`src/design/fcs_pkg.sv`:
```
// Shared constants and controller/datapath interface types for the saturating FIR core.
package fcs_pkg;

    localparam int TAPS_DEF      = 256;
    localparam int HIST_DEF      = 256;

    localparam int IDX_W         = 8;
    localparam int COEF_W        = 32;
    localparam int SAMPLE_W      = 16;
    localparam int PROD_W        = COEF_W + SAMPLE_W;
    localparam int ACC_W         = 32;
    localparam int SHIFT_W       = 5;
    localparam int IN_DATA_W     = 56;
    localparam int OUT_DATA_W    = 16;

    localparam logic [SHIFT_W-1:0] SHIFT_RESET = 5'd16;

    localparam logic CMD_LOAD    = 1'b0;
    localparam logic CMD_SAMPLE  = 1'b1;

    typedef struct packed {
        logic clear;         // write zero into the history and step the clear address
        logic load_coef;     // coefficient transfer accepted this cycle
        logic store_sample;  // sample transfer accepted this cycle
        logic issue;         // read one tap pair and step the tap counter
        logic scale;         // apply the doubling and tap-count multiply
        logic put;           // saturate and move the result into the output register
    } t_dp_cmd;

    typedef struct packed {
        logic clr_last;
        logic tap_last;
        logic pipe_busy;
        logic out_free;
    } t_dp_stat;

endpackage

```
`src/design/fcs_ctrl.sv`:
```
// Controller: sequences clearing, item acceptance, the MAC walk, scaling and output.
module fcs_ctrl (
    input  logic               i_clk,
    input  logic               i_rst_n,
    input  logic               i_s_tvalid,
    input  logic               i_s_cmd,
    output logic               o_s_tready,
    input  fcs_pkg::t_dp_stat  i_stat,
    output fcs_pkg::t_dp_cmd   o_cmd
);
    import fcs_pkg::*;

    localparam logic [2:0] S_CLEAR = 3'd0;
    localparam logic [2:0] S_IDLE  = 3'd1;
    localparam logic [2:0] S_RUN   = 3'd2;
    localparam logic [2:0] S_DRAIN = 3'd3;
    localparam logic [2:0] S_SCALE = 3'd4;
    localparam logic [2:0] S_PUT   = 3'd5;

    logic [2:0] r_state;
    logic [2:0] n_state;

    always_comb begin
        n_state    = r_state;
        o_cmd      = '0;
        o_s_tready = 1'b0;
        unique case (r_state)
            S_CLEAR: begin
                o_cmd.clear = 1'b1;
                if (i_stat.clr_last) begin
                    n_state = S_IDLE;
                end
            end
            S_IDLE: begin
                o_s_tready = 1'b1;
                if (i_s_tvalid) begin
                    if (i_s_cmd == CMD_SAMPLE) begin
                        o_cmd.store_sample = 1'b1;
                        n_state            = S_RUN;
                    end else begin
                        o_cmd.load_coef = 1'b1;
                    end
                end
            end
            S_RUN: begin
                o_cmd.issue = 1'b1;
                if (i_stat.tap_last) begin
                    n_state = S_DRAIN;
                end
            end
            S_DRAIN: begin
                if (!i_stat.pipe_busy) begin
                    n_state = S_SCALE;
                end
            end
            S_SCALE: begin
                o_cmd.scale = 1'b1;
                n_state     = S_PUT;
            end
            S_PUT: begin
                o_cmd.put = 1'b1;
                if (i_stat.out_free) begin
                    n_state = S_IDLE;
                end
            end
            default: begin
                n_state = S_IDLE;
            end
        endcase
    end

    always_ff @(posedge i_clk) begin
        if (!i_rst_n) begin
            r_state <= S_CLEAR;
        end else begin
            r_state <= n_state;
        end
    end

`ifndef SYNTHESIS
    // The sum is scaled only after the last product has been accumulated.
    a_scale_drained: assert property (@(posedge i_clk) disable iff (!i_rst_n)
        (r_state == S_SCALE) |-> !i_stat.pipe_busy)
        else $error("scaling started with products still in flight");

    // The walk leaves the run state right after issuing the last tap.
    a_run_exit: assert property (@(posedge i_clk) disable iff (!i_rst_n)
        (r_state == S_RUN && i_stat.tap_last) |=> (r_state == S_DRAIN) && i_stat.pipe_busy)
        else $error("tap walk did not end at the last tap");

    // No read of the stores is issued while clearing or waiting on the sink.
    a_issue_only_run: assert property (@(posedge i_clk) disable iff (!i_rst_n)
        o_cmd.issue |-> !o_cmd.put && !o_cmd.clear && !o_s_tready)
        else $error("tap read issued outside the walk");
`endif

endmodule

```
`config.mk`:
```
export PLATFORM = sky130hd
export DESIGN_NAME = fcs_ctrl
export DESIGN_NICKNAME = d
export VERILOG_FILES = /design/src/design/fcs_pkg.sv /design/src/design/fcs_ctrl.sv
export SDC_FILE = /design/constraint.sdc
export NUM_CORES = 1
export LEC_CHECK = 0
export BUFFER_PORTS_ARGS = -buffer_cell sky130_fd_sc_hd__buf_2
export CORE_AREA = 2 2 39 41
export CTS_CLUSTER_DIAMETER = 30
export CTS_CLUSTER_SIZE = 28
export DETAILED_ROUTE_END_ITERATION = 7
export DIE_AREA = 0 0 41 43
export GPL_ROUTABILITY_DRIVEN = 0
export SLEW_MARGIN = 20
export SYNTH_ARGS = -nofsm -noshare
export SYNTH_HDL_FRONTEND = slang
export SYNTH_SLANG_ARGS = --single-unit
```
`constraint.sdc`:
```
create_clock -name i_clk -period 4 [get_ports i_clk]
set_input_delay 0.2 -clock i_clk [delete_from_list [all_inputs] [get_ports i_clk]]
set_output_delay 0.2 -clock i_clk [all_outputs]
set_load 0.01 [all_outputs]
```
# --- Word level (Yosys, flattened, before mapping) ---
# Cells that the tools add are included.
totals:
  out_inout_bits: 7
  regBits: 3
  input_bits: 8
classes:
  n_eq_ne: 11
  reduce_logical: 2
  muxes: 16
op_table:
  columns: ["cell", "count"]
  rows:
  - ["$mux 3", 6]
  - ["$pmux 3 s6", 1]
  - ["$ne 2x2->1 const B", 6]
  - ["$mux 1", 7]
  - ["$eq 3x2->1 const B", 2]
  - ["$eq 3x3->1 const B", 2]
  - ["$reduce_and 6->1", 1]
  - ["$mux 2", 2]
  - ["$eq 3x1->1 const B", 1]
  - ["$logic_not 3->1", 1]

# --- Logic depth before layout (Yosys ltp) ---
logic_depth:
  ltp_word: 3
  mapped_depth: 5

# --- Worst setup path before layout ---
# OpenSTA, ideal clock, no wires.
synth_path:
  path_kind: "register to register"
  from: "register r_state[0]"
  to: "register r_state[2]"
  slack_ns: 2.737
  arrival_ns: 1.203
  stages_incl_launch_ff: 5
  period_less_slack_ns: 1.263
  cell_sequence: "dfxtp_1 -> buf_6 -> nor3b_4 -> a222oi_1 -> o221a_1"
synth_via:
  elab_chain_len: 3
  word_cells_on_any_way: 14
synth_lines:
  columns: ["element", "line_no", "text"]
  rows:
  - ["start, declared", "fcs_ctrl.sv:20", "logic [2:0] r_state;"]
  - ["start signal, assigned", "fcs_ctrl.sv:76", "r_state <= n_state;"]
  - ["$eq 3x2->1 (tied with other cells)", "fcs_ctrl.sv:27", "unique case (r_state)"]
  - ["$ne 2x2->1 (no source line)", null, null]
  - ["$reduce_and 6->1 (no source line)", null, null]
# Parallel ways exist; a longest one is shown, timed or not.
# A chain may end at the register's enable or synchronous reset.

==> qor.yml <==
end_kind: "primary output"
largest_reg_flops: 3
chipHeight_um: 43
globalRouteOverflowTotal: 0
highest_layer: "met4"
switching_share_pct: 43.1
setup_viol: 0
wl_met1_um: 314
synth_top_cell_area_share_pct: 21.1
p_comb_share_pct: 50.7
drc: 0
startpoint: "r_state[0]$_SDFFE_PN0P_"
hold_viol: 0
switching_power_mw: 0.117
grt_pass1_wl_mm: 1.05
initial_utilization_pct: 20.6
cts_buffer_depth: 2
insertion_delay_ps: 240
cts_inserted_buffers: 3
finalSetupTns_ps: 0
fin_util_pct: 26.6
cts_sinks: 3
syn_nets: 43
wl_met3_um: 52
biggestRegsByFlops: "r_state (3)"
cts_max_level: 1
crit_path_max_fanout: 10
area_delta_synth_final_pct: 28.9
cts_tree: "built"
period_share_pct: 39.0
power-per-cell-area_nw_per_um2: 740
instances_no_fill: 66
ctsHoldBuffers: 0
cpMaxStageDelayCell: "dfxtp_1"
vias: 284
grt_util_all_layers_pct: 9.32
fmax_mhz: 640
die_width_um: 41
ios: 15
yosys_warnings: 0
p_clk_share_pct: 20.4
peakVddDrop_mv: 0.303
seqPwrFrac_pct: 28.9
hpwl_um: 454
ctsRootBufferMaster: "clkbuf_4"
status: "finished clean"
place_inst: 62
met2WireLength_um: 252
report.final.slew_viol_count: 0
syn_area_per_cell_um2: 8.15
grt_max_degree: 11
rows: 14
cp_data_required_time_ps: 3800
yosysSeqAreaShare_pct: 21.1
clkSlewWorstSetupHoldPaths_ps: 40
cap_violations: 0
worstMarginPinSlew_ps: 428
min_path_type: "primary input to flop"
r2r-start: "r_state[1]$_SDFFE_PN0P_"
first_pass_iters: 4
worst_setup_path_start_kind: "flop"
cts_resized: 0
fp.coreArea_um2: 1380
top_register: "r_state"
nets: 59
slew_headroom_pct: 71.5
die_area_um2: 1760
yosysTopAreaCell: "dfxtp_1"
grt_pass1_vias: 249
critical-path-max-stage-delay_ps: 510
first_iter_violations: 8
detail-route-antenna-nets: 0
netlist_instances: 35
skew_ps: 3.91
arrival_ps: 1360
hp-start: "i_rst_n"
post_cts_buffers: 0
antenna_cells: 0
portBuffers: 14
antenna_found_initial: 0
syn_area_um2: 285
via_per_inst: 4.30
routedWlPerCell_um: 9.64
worstSetupPathType: "flop to primary output"
rsz0062_at_grt: "no"
crit_chain: "nor3b_4 > and3_1 > buf_2"
power.internal_mw: 0.155
ys_types: 19
fin_crit_ps: 1560
ys_seq_elements: 3
wl_um: 636
power_leakage_nw: 0.184
synth_top_cells_by_area: "dfxtp_1 21%, buf_6 12%, nand2_1 11%"
drive_gt1_share_pct: 40.0
power groups by stage:
stage	Sequential (mW)	Combinational [mW]	Clock, mW
after floorplan	0.0475	0.154	0
after global placement	0.0791	0.138	0
after detailed placement	0.0794	0.138	0
after CTS	0.0788	0.139	0.0578
after global routing	0.0832	0.156	0.0627
final	0.0786	0.138	0.0556
final cells by class:
type | instances | area (um^2)
tap | 16 | 20.0
timing repair buffer | 14 | 70.1
inverter | 1 | 3.75
multi-input combinational | 28 | 188
sequential | 3 | 60.1
clock buffer | 4 | 26.3
fill | 160 | 1020
kinds of logic after synthesis:
family	share of synthesized area (%)
buf+inv	13.2
mux	7.02
simple gates	41.7
xor+xnor	3.07
compound gates	14.0
flops	21.1
metal layers:
| metal | up-vias | global-route usage, % |
|---|---|---|
| met5 | - | 0 |
| met4 | 0 | 6.00 |
| met3 | 2 | 6.28 |
| met2 | 14 | 10.3 |
| met1 | 115 | 12.5 |
| li1 | 153 | - |
final timing paths:
path                             end  slack, ps  cells after the start
min          r_state[2]$_SDFFE_PN0P_        240                      2
min reg2reg  r_state[1]$_SDFFE_PN0P_        620                      2
max reg2reg  r_state[1]$_SDFFE_PN0P_       2470                      4
max                         o_cmd[3]       2440                      3
synthesized netlist by cell type (all sizes together):
cell,n
nand2,8
nor2,4
buf,3
dfxtp,3
and3,2
mux2i,2
a21oi,1
a222oi,1
and2,1
inv,1
nand2b,1
nand3b,1
nand4b,1
nor3,1
nor3b,1
o21bai,1
o221a,1
o22ai,1
xor2,1
stage by stage:
step,power (mW),hold WS [ps],setup slack [ps],cell area (um^2)
2_1_floorplan,0.202,342,2740,285
3_3_place_gp,0.217,484,2500,342
3_5_place_dp,0.218,476,2470,342
4_1_cts,0.276,229,2420,368
5_1_grt,0.302,236,2280,368
6_report,0.272,236,2440,368
critical path, delay by kind of cell (launching register included):
| family | cells | cell delay, ps |
|---|---|---|
| flops | 1 | 510 |
| simple gates | 2 | 500 |
| buf+inv | 1 | 120 |
cell usage in the layout, fill, tap and decap left out:
cell type,Yosys,layout
nand2b_4,1,1
nand2_1,8,8
buf_2,0,14
clkbuf_1,0,1
inv_1,1,1
dfxtp_1,3,3
a21oi_1,1,1
o22ai_1,1,1
and2_2,1,1
o221a_1,1,1
nor3_1,1,1
nor2_1,4,4
and3_1,2,2
clkbuf_4,0,3
nor3b_4,1,1
mux2i_1,2,2
nand4b_1,1,1
xor2_1,1,1
o21bai_1,1,1
nand3b_1,1,1
a222oi_1,1,1
Note: power is estimated with default switching activity, not from simulation.
